==> src/hw/rtl/ipemb_pkg.sv <==
// ----------------------------------------------------------------------------
// IP ID LSB embedder package
// Word types, mode codes and sizing constants shared by the embedder files.
// ----------------------------------------------------------------------------
`default_nettype none

package ipemb_pkg;

  // Message store depth in bytes (1 .. 256)
  localparam int MSG_BYTES = 256;
  localparam int MSG_AW    = (MSG_BYTES > 1) ? $clog2(MSG_BYTES) : 1;

  // Protocol numbers that carry a bit
  localparam logic [7:0] PROTO_TCP = 8'd6;
  localparam logic [7:0] PROTO_UDP = 8'd17;

  // Header checks
  localparam logic [3:0] IP_V4       = 4'd4;
  localparam logic [3:0] IHL_MIN     = 4'd5;

  typedef enum logic [1:0] {
    MODE_LOAD   = 2'd0,
    MODE_ARM    = 2'd1,
    MODE_PACKET = 2'd2
  } mode_t;

  typedef struct packed {
    logic [1:0]  mode;
    logic [7:0]  msg_index;
    logic [7:0]  msg_byte;
    logic [8:0]  msg_length;
    logic [3:0]  ip_version;
    logic [3:0]  header_words;
    logic        more_fragments;
    logic [12:0] fragment_offset;
    logic [7:0]  protocol;
    logic        transport_present;
    logic [15:0] ident;
    logic [15:0] checksum;
  } req_t;

  typedef struct packed {
    logic        embedded;
    logic [15:0] out_id;
    logic [15:0] out_checksum;
    logic        tx_active;
    logic [11:0] bit_position;
    logic [8:0]  message_length;
  } rsp_t;

endpackage

`default_nettype wire

==> src/hw/rtl/ip_id_lsb_bit_embedder_top.sv <==
// ----------------------------------------------------------------------------
// IP ID LSB bit embedder
// Places one stored message bit per qualifying IPv4 TCP/UDP packet into the
// ID low bit and patches the header checksum incrementally.
//
//   channel | handshake            | payload | word
//   --------+----------------------+---------+----------------------------
//   req     | req_valid/req_ready  | req     | load byte, arm, or packet
//   rsp     | rsp_valid/rsp_ready  | rsp     | one result per req word
//
// One word accepted per cycle while rsp is not stalled; its result passes stage 1 and the output register.
// Control state updates and the message RAM read issue at acceptance, so the
// single RAM read port sets the one-word-per-cycle rate.
// A stalled rsp holds the whole two-stage pipe; req_ready drops only then.
// rst is synchronous; the message RAM has no reset and needs no clearing.
// ----------------------------------------------------------------------------
`default_nettype none

module ip_id_lsb_bit_embedder_top
  import ipemb_pkg::*;
(
  input  wire logic clk,
  input  wire logic rst,
  input  wire logic req_valid,
  output logic      req_ready,
  input  wire req_t req,
  output logic      rsp_valid,
  input  wire logic rsp_ready,
  output rsp_t      rsp
);

  // Control state
  logic [8:0]  length_bytes, length_bytes_next;
  logic [11:0] next_bit_index, next_bit_index_next;
  logic        armed, armed_next;

  // Stage 1 registers (RAM read in flight)
  logic        s1_valid;
  logic        s1_pkt;
  logic        s1_embed;
  logic [15:0] s1_ident;
  logic [15:0] s1_checksum;
  logic [2:0]  s1_bit_sel;
  logic        s1_tx_active;
  logic [11:0] s1_bit_position;
  logic [8:0]  s1_message_length;

  logic        advance;
  logic        accept;
  logic        qualifies;
  logic        bits_remain;
  logic        embed;
  logic        is_load;
  logic        is_arm;
  logic        is_pkt;
  logic        tx_active_next;
  logic [7:0]  ram_rdata;
  logic        msg_bit;
  logic [15:0] new_id;
  logic [17:0] sum;
  logic [16:0] fold1;
  logic [15:0] fold2;
  rsp_t        rsp_next;

  // Whole pipe moves when the output register is free or being drained
  assign advance   = !rsp_valid || rsp_ready;
  assign req_ready = advance;
  assign accept    = req_valid && advance;

  assign is_load = (req.mode == MODE_LOAD);
  assign is_arm  = (req.mode == MODE_ARM);
  assign is_pkt  = (req.mode == MODE_PACKET);

  // Check the header summary
  assign qualifies = (req.ip_version == IP_V4) && (req.header_words >= IHL_MIN) &&
                     !req.more_fragments && (req.fragment_offset == 13'd0) &&
                     ((req.protocol == PROTO_TCP) || (req.protocol == PROTO_UDP)) &&
                     req.transport_present;

  assign bits_remain = armed && (next_bit_index < {length_bytes, 3'b000});
  assign embed       = is_pkt && qualifies && bits_remain;

  // Next control state
  always_comb begin
    length_bytes_next   = length_bytes;
    next_bit_index_next = next_bit_index;
    armed_next          = armed;
    if (is_arm && ({4'b0, req.msg_length} <= 13'(MSG_BYTES))) begin
      length_bytes_next   = req.msg_length;
      next_bit_index_next = 12'd0;
      armed_next          = (req.msg_length != 9'd0);
    end else if (embed) begin
      next_bit_index_next = next_bit_index + 12'd1;
      if (next_bit_index_next >= {length_bytes, 3'b000}) begin
        armed_next = 1'b0;
      end
    end
  end

  assign tx_active_next = armed_next && (next_bit_index_next < {length_bytes_next, 3'b000});

  always_ff @(posedge clk) begin
    if (rst) begin
      length_bytes   <= 9'd0;
      next_bit_index <= 12'd0;
      armed          <= 1'b0;
    end else if (accept) begin
      length_bytes   <= length_bytes_next;
      next_bit_index <= next_bit_index_next;
      armed          <= armed_next;
    end
  end

  // Message store: write on load, read the current byte on every accept
  ipemb_ram #(
    .WIDTH (8),
    .DEPTH (MSG_BYTES)
  ) u_msg_ram (
    .clk     (clk),
    .wr_en   (accept && is_load && ({4'b0, req.msg_index} < 12'(MSG_BYTES))),
    .wr_addr (MSG_AW'(req.msg_index)),
    .wr_data (req.msg_byte),
    .rd_en   (accept),
    .rd_addr (MSG_AW'(next_bit_index[11:3])),
    .rd_data (ram_rdata)
  );

  // Stage 1 control
  always_ff @(posedge clk) begin
    if (rst) begin
      s1_valid <= 1'b0;
    end else if (advance) begin
      s1_valid <= req_valid;
    end
  end

  // Stage 1 payload
  always_ff @(posedge clk) begin
    if (accept) begin
      s1_pkt            <= is_pkt;
      s1_embed          <= embed;
      s1_ident          <= req.ident;
      s1_checksum       <= req.checksum;
      s1_bit_sel        <= next_bit_index[2:0];
      s1_tx_active      <= tx_active_next;
      s1_bit_position   <= next_bit_index_next;
      s1_message_length <= length_bytes_next;
    end
  end

  // Pick the message bit, MSB first, and patch the checksum
  assign msg_bit = ram_rdata[~s1_bit_sel];
  assign new_id  = {s1_ident[15:1], msg_bit};
  assign sum     = {2'b00, ~s1_checksum} + {2'b00, ~s1_ident} + {2'b00, new_id};
  assign fold1   = {1'b0, sum[15:0]} + {15'd0, sum[17:16]};
  assign fold2   = fold1[15:0] + {15'd0, fold1[16]};

  always_comb begin
    rsp_next.embedded       = s1_embed;
    rsp_next.out_id         = 16'd0;
    rsp_next.out_checksum   = 16'd0;
    rsp_next.tx_active      = s1_tx_active;
    rsp_next.bit_position   = s1_bit_position;
    rsp_next.message_length = s1_message_length;
    if (s1_embed) begin
      rsp_next.out_id       = new_id;
      rsp_next.out_checksum = ~fold2;
    end else if (s1_pkt) begin
      rsp_next.out_id       = s1_ident;
      rsp_next.out_checksum = s1_checksum;
    end
  end

  // Output register
  always_ff @(posedge clk) begin
    if (rst) begin
      rsp_valid <= 1'b0;
    end else if (advance) begin
      rsp_valid <= s1_valid;
    end
  end

  always_ff @(posedge clk) begin
    if (advance && s1_valid) begin
      rsp <= rsp_next;
    end
  end

endmodule

`default_nettype wire

==> src/hw/rtl/ipemb_ram.sv <==
// ----------------------------------------------------------------------------
// Generic single-port-write, single-port-read RAM
// One write and one registered read per cycle; read data holds when idle.
// ----------------------------------------------------------------------------
`default_nettype none

module ipemb_ram #(
  parameter int WIDTH = 8,
  parameter int DEPTH = 256
) (
  input  wire logic                                   clk,
  input  wire logic                                   wr_en,
  input  wire logic [((DEPTH > 1) ? $clog2(DEPTH) : 1)-1:0] wr_addr,
  input  wire logic [WIDTH-1:0]                       wr_data,
  input  wire logic                                   rd_en,
  input  wire logic [((DEPTH > 1) ? $clog2(DEPTH) : 1)-1:0] rd_addr,
  output logic      [WIDTH-1:0]                       rd_data
);

  logic [WIDTH-1:0] mem [DEPTH];

  // Write port
  always_ff @(posedge clk) begin
    if (wr_en) begin
      mem[wr_addr] <= wr_data;
    end
  end

  // Registered read port
  always_ff @(posedge clk) begin
    if (rd_en) begin
      rd_data <= mem[rd_addr];
    end
  end

endmodule

`default_nettype wire

==> config.mk <==
export PLATFORM = sky130hd
export DESIGN_NAME = ip_id_lsb_bit_embedder_top
export DESIGN_NICKNAME = d
export VERILOG_FILES = /design/src/hw/rtl/ipemb_pkg.sv /design/src/hw/rtl/ip_id_lsb_bit_embedder_top.sv /design/src/hw/rtl/ipemb_ram.sv
export SDC_FILE = /design/constraint.sdc
export NUM_CORES = 2
export LEC_CHECK = 0
export ABC_CLOCK_PERIOD_IN_PS = 16100
export BUFFER_PORTS_ARGS = -buffer_cell sky130_fd_sc_hd__buf_2
export CORE_AREA = 2 2 402 404
export CTS_BUF_LIST = sky130_fd_sc_hd__clkbuf_8
export DETAILED_ROUTE_END_ITERATION = 16
export DIE_AREA = 0 0 404 406
export GPL_ROUTABILITY_DRIVEN = 0
export PLACE_DENSITY = 0.7
export SLEW_MARGIN = 25
export SYNTH_ARGS = -nofsm -noshare
export SYNTH_HDL_FRONTEND = slang
export SYNTH_SLANG_ARGS = --single-unit
==> constraint.sdc <==
create_clock -name clk -period 16.1 [get_ports clk]
set_clock_uncertainty 0.05 [all_clocks]
set_input_delay 2.415 -clock clk [delete_from_list [all_inputs] [get_ports clk]]
set_output_delay 2.415 -clock clk [all_outputs]
set_load 0.05 [all_outputs]
==> impl_metrics.yaml <==
synth:
  synthDistinctLibCells: 75
  ys_seq_area_frac: 0.7516
  synth-seq-cells: 2194
  ys.flop_type: "edfxtp_1"
  syn_area_um2: 87340
  synth.avg_cell_area_um2: 21.84
  yosys_warnings: 0
  syn_nets: 4171
  ys_async_sr_fraction: 0
  synthCells: 3998
  synth-edff-count: 2170
global_routing:
  grtUsageTotal: 0.2389
  antenna_found_initial: 13
  grt_pass1_wl_mm: 284.8
  overflow: 0
  grt_pass1_vias: 42030
  grt_max_degree: 158
clock_tree:
  cts_root_buf: "clkbuf_8"
  numCtsBuffers: 355
  cts_max_level: 5
  postCtsSetupRepairBufs: 0
  cts.sinks: 2194
  insertion_delay_ns: 1.00
  clockBufferDepth: 4
  ctsResizeCount: 0
  cts.clk_slew.worst_paths_ns: 0.06
  postCtsHoldBufs: 0
  cts_tree: "done"
routing:
  first_iter_violations: 4743
  num_vias: 41750
  wire_per_inst_um: 29.06
  ant_nets: 0
  wl_mm: 193.6
  drc_errors: 0
  avgViaCountPerCell: 6.266
  dr.pass1.iters: 5
flow_run:
  drv_cap: 0
sta:
  max_freq_mhz: 125.7
  final.setup.tns_ns: 0
  rsz0062_at_grt: "false"
  finalWorstSetupSlack_ns: 8.146
  layout_min_cycle_time_ns: 7.954
  final-setup-viol-count: 0
  hold_viol: 0
  drv_slew: 0
  slew_headroom: 0.2269
  worst_pin_slew_ns: 1.160
  worst_hold_slack_ns: 0.3664
  timing.final.crit_share: 0.4940
floorplan:
  die_area_um2: 164000
  io_pins: 151
  die_w_um: 404
  design.core.area_um2: 159600
  fp.dieH_um: 406
  std_cell_rows: 147
  start_util: 0.5470
worst_setup_path:
  crit_arrival_ns: 8.64
  worst_setup_path_start_kind: "register"
  required_ns: 16.78
  crit_path_end_kind: "register"
  crit_path_frequent_cell: "ha_1"
  cp_max_fo: 6
  critPathMaxStageDelay_ns: 0.55
  slowest_stage: "nor4_1"
  crit_type: "register to register"
placed_design:
  place_ws_ns: 8.184
  detailed_place_hpwl_mm: 114.3
  placed_area_um2: 90370
  port_buffers: 150
status:
  status: "finished, final reports clean"
power_and_ir_drop:
  power_density_nw_per_um2: 113.3
  ir_drop_mv: 0.09931
  p_leak_nw: 30.06
final_layout:
  final_common_cell: "edfxtp_1"
  drive_gt1_frac: 0.2933
  nets: 4513
  areaGrowthSynthToFinish_pct: 10.44
  final_cell_mix: "edfxtp_1, mux4_2, clkbuf_8"
  design_area_um2: 96450
min_path:
  min_path_type: "register to register"
power breakdown:
| part | switching [mW] | internal (mW) |
|---|---|---|
| Sequential | 0.0101 | 6.30 |
| Combinational | 0.299 | 0.119 |
| Clock | 2.07 | 2.12 |
registers in the layout, summed over array words and instances, names as in the netlist:
register,flops
u_msg_ram.rd_data,8
rsp_valid,1
length_bytes,9
s1_valid,1
s1_bit_position,12
s1_pkt,1
s1_message_length,9
u_msg_ram.mem,2048
armed,1
next_bit_index,12
s1_embed,1
s1_bit_sel,3
s1_tx_active,1
s1_checksum,16
s1_ident,16
rsp,55
logic make-up after synthesis:
logic type	Yosys count	synth area share
flops	2194	0.7516
mux	686	0.1763
xor+xnor	55	0.005845
simple gates	531	0.02746
compound gates	178	0.01421
buf+inv	275	0.01294
fa+ha+maj	79	0.01158
through the flow:
| step | power [mW] | std cells | utilization |
|---|---|---|---|
| final | 10.93 | 6663 | 0.6041 |
| after global routing | 11.28 | 6661 | 0.6041 |
| after floorplan | 6.669 | 3998 | - |
| after global placement | 6.837 | 6068 | 0.5661 |
| after detailed placement | 6.850 | 6068 | 0.5661 |
| after CTS | 11.01 | 6657 | 0.6037 |
area by class of cell:
cell class / count / area [um^2]
inverters: 57 / 224.0
diodes: 5 / 12.51
clock inverters: 225 / 994.7
flip-flops and latches: 2194 / 65660
clock buffers: 364 / 5010
repair buffers: 203 / 1329
well taps: 2086 / 2610
multi-input cells: 1529 / 20610
fillers: 11120 / 63200
per-layer routing:
layer  GRT usage  share of wire  up-vias  wire (um)
li1            -              -    17440          -
met1      0.3478           0.41    22110      78480
met2      0.3725           0.48     1883      93740
met3     0.05494          0.090      306      17500
met4     0.05944          0.020       14       3837
met5           0        0.00043        -         83
critical path: cells and delay by family (launching register included):
family | cells | cell delay, ns
muxes | 2 | 0.82
AOI/OAI and AO/OA | 8 | 2.05
and+or+nand+nor | 10 | 2.85
adders and majority gates | 5 | 1.33
xor gates and xnor gates | 1 | 0.18
DFF | 1 | 0.39
synth_stat cells (24+ instances only):
library cell  instances  share of area
edfxtp_1           2170           0.75
mux4_2              682           0.18
nor2_1              321          0.014
clkbuf_1            141         0.0061
ha_1                 76          0.011
nand2_1              58         0.0025
inv_1                55         0.0024
buf_2                54         0.0031
a21oi_1              44         0.0025
xor2_1               32         0.0032
nand3_1              29         0.0017
o21ai_0              26         0.0015
dfxtp_1              24         0.0055
worst paths after layout:
kind / start / end / slack (ns) / depth (start not counted)
worst max-delay path: s1_bit_sel[0] / rsp[35] / 8.15 / 26
worst min-delay path: s1_tx_active / rsp[21] / 0.37 / 0
worst max register to register: s1_bit_sel[0] / rsp[35] / 8.15 / 26
worst min register to register: s1_tx_active / rsp[21] / 0.37 / 0
Note: power is estimated with default switching activity, not from simulation.
